## src/sv/rrfp_pkg.sv

```systemverilog
// Shared types and constants of the radar report frame parser.
package rrfp_pkg;

  // Frame store geometry
  localparam int MAX_FRAME_BYTES = 64;
  localparam int GATE_COUNT      = 9;
  localparam int FILL_W          = $clog2(MAX_FRAME_BYTES + 1);
  localparam int IDX_W           = $clog2(GATE_COUNT + 2);

  // Framing bytes
  localparam logic [7:0] START_DATA = 8'hF4;
  localparam logic [7:0] START_ACK  = 8'hFD;
  localparam logic [7:0] FOOT_D0    = 8'hF8;
  localparam logic [7:0] FOOT_D1    = 8'hF7;
  localparam logic [7:0] FOOT_D2    = 8'hF6;
  localparam logic [7:0] FOOT_D3    = 8'hF5;
  localparam logic [7:0] FOOT_A0    = 8'h04;
  localparam logic [7:0] FOOT_A1    = 8'h03;
  localparam logic [7:0] FOOT_A2    = 8'h02;
  localparam logic [7:0] FOOT_A3    = 8'h01;
  localparam logic [7:0] HEAD_BYTE  = 8'hAA;
  localparam logic [7:0] TYPE_ENG   = 8'h01;
  localparam logic [7:0] TYPE_BASIC = 8'h02;
  localparam int         LEN_OVERHEAD = 10;

  // Fill index of the byte that brings the frame to eight bytes
  localparam int CHECK_FILL = 7;

  // Frame offsets
  localparam int OFS_LEN_LO     = 4;
  localparam int OFS_LEN_HI     = 5;
  localparam int OFS_TYPE       = 6;
  localparam int OFS_HEAD       = 7;
  localparam int OFS_STATE      = 8;
  localparam int OFS_MDIST      = 9;
  localparam int OFS_MVAL       = 11;
  localparam int OFS_SDIST      = 12;
  localparam int OFS_SVAL       = 14;
  localparam int OFS_DDIST      = 15;
  localparam int OFS_MAX_MOVE   = 17;
  localparam int OFS_MAX_STILL  = 18;
  localparam int OFS_MOVE_GATE  = 19;
  localparam int OFS_STILL_GATE = 28;
  localparam int OFS_LIGHT      = 37;
  localparam int OFS_PIN        = 38;

  typedef enum logic [2:0] {
    KIND_BASIC  = 3'd0,
    KIND_ENG    = 3'd1,
    KIND_LIMITS = 3'd2,
    KIND_GATE   = 3'd3,
    KIND_ERROR  = 3'd4
  } kind_t;

  typedef struct packed {
    kind_t       kind;
    logic [7:0]  target_state;
    logic [15:0] moving_distance;
    logic [7:0]  moving_value;
    logic [15:0] still_distance;
    logic [7:0]  still_value;
    logic [15:0] detect_distance;
    logic [3:0]  gate_index;
    logic [7:0]  light_level;
    logic        out_pin;
    logic        last;
  } result_t;

endpackage

```

## src/sv/rrfp_if.sv

```systemverilog
// Channel interfaces of the radar report frame parser.
interface rrfp_byte_if;
  logic       valid;
  logic       ready;
  logic [7:0] rx_byte;
  modport source (output valid, output rx_byte, input ready);
  modport sink (input valid, input rx_byte, output ready);
endinterface

interface rrfp_cfg_if;
  logic valid;
  logic ready;
  logic rx_enable;
  modport source (output valid, output rx_enable, input ready);
  modport sink (input valid, input rx_enable, output ready);
endinterface

interface rrfp_result_if;
  logic             valid;
  logic             ready;
  rrfp_pkg::result_t payload;
  modport source (output valid, output payload, input ready);
  modport sink (input valid, input payload, output ready);
endinterface

```

## src/sv/radar_report_frame_parser_top.sv

```systemverilog
// Top level of the radar report frame parser.
// The parser takes one received byte per clock cycle while rx_enable is set,
// unless held, and hunts for frames opened by F4 (data) or FD (acknowledgement).
// Frame offsets 4 to 38 are held in registers and the footer is matched against
// a three-byte history, so every byte is handled in the cycle it arrives. A
// completed data frame is copied into a snapshot register and drained from a
// result register, one record per cycle unless stalled: one record for a basic
// frame, 11 for an engineering frame, and one error record for a rejected frame.
// While a burst drains, bytes that start a frame or fill its first seven
// positions are still taken; from the eighth on, a byte waits out the burst.
module radar_report_frame_parser_top (
  input  logic                 clk,
  input  logic                 rst,
  rrfp_cfg_if.sink             cfg,
  rrfp_byte_if.sink            rx,
  rrfp_result_if.source        report
);

  localparam int LO = rrfp_pkg::OFS_LEN_LO;
  localparam int HI = rrfp_pkg::OFS_PIN;
  localparam int SLO = rrfp_pkg::OFS_STATE;

  logic                          rx_enable;
  logic                          in_frame;
  logic                          ack_frame;
  logic [rrfp_pkg::FILL_W-1:0]   fill_position;
  logic [7:0]                    frame_bytes [LO:HI];
  logic [7:0]                    store_next [LO:HI];
  logic [7:0]                    hist [3];

  logic                          busy;
  logic                          burst_err;
  logic                          burst_eng;
  logic [rrfp_pkg::IDX_W-1:0]    burst_idx;
  logic [7:0]                    snap [SLO:HI];

  logic                          report_valid;
  rrfp_pkg::result_t             report_data;
  rrfp_pkg::result_t             gen;

  logic                          rx_take;
  logic                          active;
  logic                          store_en;
  logic                          start_hit;
  logic                          in_window;
  logic [16:0]                   len_sum;
  logic                          len_bad;
  logic                          footer_data;
  logic                          footer_ack;
  logic                          ended;
  logic                          full;
  logic                          frame_end;
  logic                          ev_error;
  logic                          ev_report;
  logic                          type_ok;
  logic                          load;
  logic [rrfp_pkg::IDX_W-1:0]    gate;

  // Configuration channel is always ready.
  assign cfg.ready = 1'b1;

  always_ff @(posedge clk) begin
    if (rst) begin
      rx_enable <= 1'b0;
    end else if (cfg.valid) begin
      rx_enable <= cfg.rx_enable;
    end
  end

  // Byte channel: hold bytes that may end a frame while a burst is pending.
  assign in_window = rx_enable && in_frame &&
                     (fill_position >= rrfp_pkg::FILL_W'(rrfp_pkg::CHECK_FILL));
  assign rx.ready  = !busy || !in_window;

  // Store contents including the byte now being written.
  always_comb begin
    for (int i = LO; i <= HI; i++) begin
      store_next[i] = (fill_position == rrfp_pkg::FILL_W'(i)) ? rx.rx_byte
                                                               : frame_bytes[i];
    end
  end

  // Frame checks for the incoming byte.
  always_comb begin
    rx_take   = rx.valid && rx.ready;
    active    = rx_take && rx_enable;
    store_en  = active && in_frame;
    start_hit = (rx.rx_byte == rrfp_pkg::START_DATA) ||
                (rx.rx_byte == rrfp_pkg::START_ACK);
    len_sum   = {1'b0, frame_bytes[rrfp_pkg::OFS_LEN_HI], frame_bytes[rrfp_pkg::OFS_LEN_LO]}
                + 17'(rrfp_pkg::LEN_OVERHEAD);
    len_bad   = (fill_position == rrfp_pkg::FILL_W'(rrfp_pkg::CHECK_FILL)) &&
                (len_sum > 17'(rrfp_pkg::MAX_FRAME_BYTES));
    footer_data = (hist[2] == rrfp_pkg::FOOT_D0) && (hist[1] == rrfp_pkg::FOOT_D1) &&
                  (hist[0] == rrfp_pkg::FOOT_D2) && (rx.rx_byte == rrfp_pkg::FOOT_D3);
    footer_ack  = (hist[2] == rrfp_pkg::FOOT_A0) && (hist[1] == rrfp_pkg::FOOT_A1) &&
                  (hist[0] == rrfp_pkg::FOOT_A2) && (rx.rx_byte == rrfp_pkg::FOOT_A3);
    ended     = (fill_position >= rrfp_pkg::FILL_W'(rrfp_pkg::CHECK_FILL)) &&
                (ack_frame ? footer_ack : footer_data);
    full      = fill_position == rrfp_pkg::FILL_W'(rrfp_pkg::MAX_FRAME_BYTES - 1);
    frame_end = store_en && (len_bad || ended || full);
    ev_error  = store_en && (len_bad || (!ended && full));
    type_ok   = ((store_next[rrfp_pkg::OFS_TYPE] == rrfp_pkg::TYPE_ENG) ||
                 (store_next[rrfp_pkg::OFS_TYPE] == rrfp_pkg::TYPE_BASIC)) &&
                (store_next[rrfp_pkg::OFS_HEAD] == rrfp_pkg::HEAD_BYTE);
    ev_report = store_en && !len_bad && ended && !ack_frame && type_ok;
  end

  // Frame tracking state.
  always_ff @(posedge clk) begin
    if (rst) begin
      in_frame      <= 1'b0;
      ack_frame     <= 1'b0;
      fill_position <= '0;
    end else if (active) begin
      if (!in_frame) begin
        if (start_hit) begin
          in_frame      <= 1'b1;
          ack_frame     <= (rx.rx_byte == rrfp_pkg::START_ACK);
          fill_position <= rrfp_pkg::FILL_W'(1);
        end
      end else begin
        if (frame_end) begin
          in_frame <= 1'b0;
        end
        if (ev_error) begin
          fill_position <= '0;
        end else begin
          fill_position <= fill_position + rrfp_pkg::FILL_W'(1);
        end
      end
    end
  end

  // Frame store for the offsets that are read; cleared at reset.
  always_ff @(posedge clk) begin
    if (rst) begin
      for (int i = LO; i <= HI; i++) begin
        frame_bytes[i] <= '0;
      end
    end else if (store_en) begin
      for (int i = LO; i <= HI; i++) begin
        frame_bytes[i] <= store_next[i];
      end
    end
  end

  // History of the last three stored bytes for footer matching.
  always_ff @(posedge clk) begin
    if (store_en) begin
      hist[2] <= hist[1];
      hist[1] <= hist[0];
      hist[0] <= rx.rx_byte;
    end
  end

  // Burst sequencer control.
  assign load = busy && (!report_valid || report.ready);

  always_ff @(posedge clk) begin
    if (rst) begin
      busy         <= 1'b0;
      report_valid <= 1'b0;
    end else begin
      if (!busy && (ev_error || ev_report)) begin
        busy <= 1'b1;
      end else if (load && gen.last) begin
        busy <= 1'b0;
      end
      if (load) begin
        report_valid <= 1'b1;
      end else if (report.ready) begin
        report_valid <= 1'b0;
      end
    end
  end

  // Snapshot and burst position.
  always_ff @(posedge clk) begin
    if (!busy && (ev_error || ev_report)) begin
      burst_err <= ev_error;
      burst_eng <= (store_next[rrfp_pkg::OFS_TYPE] == rrfp_pkg::TYPE_ENG);
      burst_idx <= '0;
      for (int i = SLO; i <= HI; i++) begin
        snap[i] <= store_next[i];
      end
    end else if (load) begin
      burst_idx <= burst_idx + rrfp_pkg::IDX_W'(1);
    end
  end

  // Record generator for the current burst position.
  assign gate = burst_idx - rrfp_pkg::IDX_W'(2);

  always_comb begin
    gen = '0;
    if (burst_err) begin
      gen.kind = rrfp_pkg::KIND_ERROR;
      gen.last = 1'b1;
    end else if (burst_idx == '0) begin
      gen.kind            = burst_eng ? rrfp_pkg::KIND_ENG : rrfp_pkg::KIND_BASIC;
      gen.target_state    = snap[rrfp_pkg::OFS_STATE];
      gen.moving_distance = {snap[rrfp_pkg::OFS_MDIST + 1], snap[rrfp_pkg::OFS_MDIST]};
      gen.moving_value    = snap[rrfp_pkg::OFS_MVAL];
      gen.still_distance  = {snap[rrfp_pkg::OFS_SDIST + 1], snap[rrfp_pkg::OFS_SDIST]};
      gen.still_value     = snap[rrfp_pkg::OFS_SVAL];
      gen.detect_distance = {snap[rrfp_pkg::OFS_DDIST + 1], snap[rrfp_pkg::OFS_DDIST]};
      if (burst_eng) begin
        gen.light_level = snap[rrfp_pkg::OFS_LIGHT];
        gen.out_pin     = (snap[rrfp_pkg::OFS_PIN] != 8'h00);
      end
      gen.last = !burst_eng;
    end else if (burst_idx == rrfp_pkg::IDX_W'(1)) begin
      gen.kind         = rrfp_pkg::KIND_LIMITS;
      gen.moving_value = snap[rrfp_pkg::OFS_MAX_MOVE];
      gen.still_value  = snap[rrfp_pkg::OFS_MAX_STILL];
    end else begin
      gen.kind         = rrfp_pkg::KIND_GATE;
      gen.gate_index   = 4'(gate);
      gen.moving_value = snap[rrfp_pkg::OFS_MOVE_GATE + int'(gate)];
      gen.still_value  = snap[rrfp_pkg::OFS_STILL_GATE + int'(gate)];
      gen.last         = (burst_idx == rrfp_pkg::IDX_W'(rrfp_pkg::GATE_COUNT + 1));
    end
  end

  // Result register.
  always_ff @(posedge clk) begin
    if (load) begin
      report_data <= gen;
    end
  end

  assign report.valid   = report_valid;
  assign report.payload = report_data;

`ifndef ASSERT_OFF
  // The fill never reaches the store size while a frame is open.
  a_fill_bound: assert property (@(posedge clk) disable iff (rst)
    in_frame |-> (fill_position < rrfp_pkg::FILL_W'(rrfp_pkg::MAX_FRAME_BYTES)))
    else $error("fill position beyond frame store");

  // Gate records carry a gate number inside the configured gate count.
  a_gate_range: assert property (@(posedge clk) disable iff (rst)
    (report.valid && (report.payload.kind == rrfp_pkg::KIND_GATE)) |->
      (report.payload.gate_index < 4'(rrfp_pkg::GATE_COUNT)))
    else $error("gate index out of range");

  // An error record always closes its burst.
  a_error_last: assert property (@(posedge clk) disable iff (rst)
    (report.valid && (report.payload.kind == rrfp_pkg::KIND_ERROR)) |->
      report.payload.last)
    else $error("error record without last");

  // A frame that may end is never taken while an earlier burst is pending.
  a_no_overlap: assert property (@(posedge clk) disable iff (rst)
    (busy && rx.valid && rx.ready) |-> !(ev_error || ev_report))
    else $error("new burst while one is pending");
`endif

endmodule

```

## src/flat_wrapper.sv

```systemverilog
// flat-port wrapper written by rule: the top's interface ports become plain ports
module radar_report_frame_parser_top_flat 
  (clk, rst, cfg_valid, cfg_rx_enable, cfg_ready, rx_valid, rx_rx_byte, rx_ready, report_valid, report_payload, report_ready);
  rrfp_cfg_if cfg_i ();
  rrfp_byte_if rx_i ();
  rrfp_result_if report_i ();
  input  logic clk;
  input  logic rst;
  input wire logic [$bits(cfg_i.valid)-1:0] cfg_valid;
  input wire logic [$bits(cfg_i.rx_enable)-1:0] cfg_rx_enable;
  output wire logic [$bits(cfg_i.ready)-1:0] cfg_ready;
  input wire logic [$bits(rx_i.valid)-1:0] rx_valid;
  input wire logic [$bits(rx_i.rx_byte)-1:0] rx_rx_byte;
  output wire logic [$bits(rx_i.ready)-1:0] rx_ready;
  output wire logic [$bits(report_i.valid)-1:0] report_valid;
  output wire logic [$bits(report_i.payload)-1:0] report_payload;
  input wire logic [$bits(report_i.ready)-1:0] report_ready;
  assign cfg_i.valid = cfg_valid;
  assign cfg_i.rx_enable = cfg_rx_enable;
  assign cfg_ready = cfg_i.ready;
  assign rx_i.valid = rx_valid;
  assign rx_i.rx_byte = rx_rx_byte;
  assign rx_ready = rx_i.ready;
  assign report_valid = report_i.valid;
  assign report_payload = report_i.payload;
  assign report_i.ready = report_ready;
  radar_report_frame_parser_top u_core (.clk(clk), .rst(rst), .cfg(cfg_i), .rx(rx_i), .report(report_i));
endmodule
```

## config.mk

```make
export PLATFORM = sky130hd
export DESIGN_NAME = radar_report_frame_parser_top_flat
export DESIGN_NICKNAME = d
export VERILOG_FILES = /design/src/sv/rrfp_pkg.sv /design/src/sv/rrfp_if.sv /design/src/sv/radar_report_frame_parser_top.sv /design/src/flat_wrapper.sv
export SDC_FILE = /design/constraint.sdc
export NUM_CORES = 1
export LEC_CHECK = 0
export ABC_AREA = 1
export BUFFER_PORTS_ARGS = -buffer_cell sky130_fd_sc_hd__buf_2
export CORE_ASPECT_RATIO = 0.9
export CORE_MARGIN = 8
export CORE_UTILIZATION = 50
export DETAILED_ROUTE_END_ITERATION = 8
export PLACE_DENSITY = 0.74
export SETUP_SLACK_MARGIN = 0.1
export SYNTH_ARGS = -nofsm -noshare
export SYNTH_HDL_FRONTEND = slang
export SYNTH_SLANG_ARGS = --single-unit
export TNS_END_PERCENT = 10
```

## constraint.sdc

```tcl
create_clock -name clk -period 9.2 [get_ports clk]
set_input_delay 0.46 -clock clk [delete_from_list [all_inputs] [get_ports clk]]
set_output_delay 0.46 -clock clk [all_outputs]
set_load 0.03 [all_outputs]
```

==> results.json <==
{
  "run_status": "complete, no violations",
  "clkSinkCount": 659,
  "crit_start": "u_core.burst_idx[1]",
  "yosysSeqAreaShare_pct": 62.1,
  "yosysTopAreaCellShare_pct": 61.1,
  "reg2reg_from": "u_core.burst_idx[1]",
  "grt_pass1_vias": 21900,
  "cp.required_ns": 9.59,
  "internal-power_mw": 5.07,
  "die_height_um": 254,
  "p_clk_share_pct": 40.4,
  "worstPathArrival_ns": 5.09,
  "worstSetupPathType": "register to register",
  "final.setup.tns_ns": 0,
  "postCtsResizedCells": 0,
  "dieWidth_um": 281,
  "core.rowCount": 87,
  "core_sq_um": 62600,
  "cts_made_buffers": 69,
  "multi_input_area_sq_um": 9330,
  "clk_latency_ns": 0.62,
  "cap_violations": 0,
  "drc_errors": 0,
  "syn_nets": 3345,
  "synthTopCellsByCount": "695 x nand2_1, 643 x edfxtp_1, 498 x inv_1",
  "slowest_stage": "clkinv_1",
  "fin_nets": 3380,
  "ios": 106,
  "timing.hold.ws_ns": 0.0460,
  "path_max_fanout": 50,
  "power_switching_mw": 1.65,
  "dp_hpwl_um": 54300,
  "min_period_ns": 4.70,
  "synth_area_leader_cell": "edfxtp_1",
  "cts_hold_buffers": 0,
  "synth_edf_count": 643,
  "wl_per_cell_um": 20.0,
  "syn_to_final_growth_pct": 10.5,
  "layout.cells.non_filler": 4246,
  "min_path_type": "input port to register",
  "avgViaCountPerCell": 5.57,
  "slew_viol_final": 0,
  "async_reset_ff_share_pct": 0,
  "switching_share_pct": 24.6,
  "min_from": "cfg_valid",
  "dieArea_sq_um": 71500,
  "placedCellCount": 4124,
  "peakVddDrop_v": 0.000117,
  "antennaDiodeCount": 0,
  "gp_congestion": 0.976,
  "cts_buffer_depth": 3,
  "wirelength_um": 85100,
  "root_buffer": "clkbuf_16",
  "synthFlopType": "edfxtp_1",
  "fin_crit_sh_pct": 51.1,
  "maxSlewHeadroom_pct": 24.7,
  "power_density_nw_per_um2": 192,
  "num_vias": 23700,
  "initial_utilization_pct": 50.5,
  "skew_ns": 0.0332,
  "drt_first_iter_violations": 3077,
  "worst_slew_pin_slew_ns": 1.13,
  "combinationalPowerShare_pct": 10.0,
  "crit_buf_inv": 5,
  "syn_area_per_cell_sq_um": 9.53,
  "postCtsSetupBuffers": 0,
  "max_freq_mhz": 213,
  "cp_top_family": "buffers and inverters",
  "synthCells": 3316,
  "path_cells": "buf_4 -> clkinv_1 -> ha_1 -> buf_4 -> clkinv_1 -> ha_1 -> inv_1 -> o211ai_1 -> a21oi_1 -> o21ai_0 -> o21ai_0",
  "ys_warn_count": 0,
  "cp-end-kind": "register",
  "seq_area_sq_um": 19600,
  "cts_tree": "done",
  "p_leak_nw": 14.9,
  "grt_usage_pct": 23.3,
  "drive_gt1_share_pct": 10.1,
  "synth.area.top_cells": "edfxtp_1 61%, nand2_1 8.3%, inv_1 5.9%",
  "cts_max_level": 3,
  "synth_seq_cells": 659,
  "drt_pass1_iterations": 6,
  "port_buffers": 104,
  "grt_pass1_wl_um": 129000,
  "cp-start-kind": "register",
  "synth_cell_types": 43,
  "finalSetupViolCount": 0,
  "grt_start_max_net_pins": 136,
  "synth_area_sq_um": 31600,
  "ant_nets": 0,
  "antenna_found_initial": 1,
  "clk_pin_slew_ns": 0.07,
  "max_stage_delay_ns": 0.71,
  "rsz0062_at_grt": "no",
  "n_fill_cell": 5299,
  "grt-ovfl-total": 0,
  "utilization_pct": 55.8,
  "yosysMostFrequentCell": "nand2_1",
  "finalHoldViolations": 0,
  "seqPwrFrac_pct": 49.7
}
-- worst reg2reg max path: cells and delay by family (launching register included) --
kind	cells	cell delay, ns
AO/OA/AOI/OAI	4	0.97
buffers and inverters	5	2.14
flip-flops	1	0.31
adder cells (fa/ha/maj)	2	1.04
-- metrics by stage --
stage | power [mW] | instance area (sq um) | setup slack, ns
after floorplan | 3.85 | 31600 | 1.43
after global placement | 4.03 | 32700 | 4.70
after detailed placement | 4.04 | 32700 | 4.71
after CTS | 6.73 | 34900 | 4.69
after global routing | 6.92 | 34900 | 4.45
final | 6.72 | 34900 | 4.50
-- kinds of logic after synthesis --
| logic type | after synthesis | synth area share [%] |
|---|---|---|
| compound gates | 742 | 12.5 |
| xor+xnor | 6 | 0.166 |
| fa+ha+maj | 15 | 0.594 |
| buf+inv | 680 | 8.42 |
| flops | 659 | 62.1 |
| other cells | 1 | 0.0119 |
| simple gates | 1213 | 16.2 |
-- path summary, 6_finish.rpt --
path                                             endpoint  slack (ns)  cells after the start
worst max-delay path            u_core.report.payload[30]        4.50                     11
worst min register to register          u_core.hist[0][9]        0.45                      0
worst max register to register  u_core.report.payload[30]        4.50                     11
worst min-delay path                     u_core.rx_enable        0.05                      2
-- layout by cell type (no fill, tap or decap), drive strengths merged, types with 34 or more instances in the layout --
cell / instances
nor2: 351
edfxtp: 643
nand2: 697
inv: 503
o211ai: 49
nand3: 127
a21oi: 287
buf: 137
clkinv: 34
o21ai: 367
clkbuf: 84
-- power by group through the flow --
| stage | Clock (mW) | Sequential, mW | Combinational (mW) |
|---|---|---|---|
| detailed placement | 0 | 3.40 | 0.638 |
| CTS | 2.75 | 3.34 | 0.641 |
| floorplan | 0 | 3.41 | 0.439 |
| global placement | 0 | 3.40 | 0.630 |
| global route | 2.86 | 3.34 | 0.721 |
| finish | 2.71 | 3.34 | 0.669 |
-- layout make-up --
class,instances,area share (%)
repair buffers,137,2.29
flip-flops and latches,659,56.2
clock inverters,37,0.949
inverters,507,5.50
well taps,845,3.03
multi-input cells,1977,26.7
clock buffers,84,5.29
-- routing by layer --
metal  vias up  part of all wire [%]  track usage [%]
met4         2                   4.1             9.81
met2      1196                    46             37.0
met3       193                   8.9             3.78
met5         -                 0.015                0
met1     11100                    41             31.9
li1      11100                     -                -
-- sequential cells by signal (all words and copies together) (netlist names) --
| name | cells |
|---|---|
| u_core.report.payload | 41 |
| u_core.fill_position | 7 |
| u_core.burst_idx | 4 |
| u_core.busy | 1 |
| report_payload | 48 |
| u_core.in_frame | 1 |
| u_core.report.valid | 1 |
| u_core.rx_enable | 1 |
| u_core.frame_bytes | 280 |
| u_core.snap | 248 |
| u_core.burst_err | 1 |
| u_core.burst_eng | 1 |
| u_core.ack_frame | 1 |
| u_core.hist | 24 |
No activity file was read; power rests on OpenSTA's default activity.
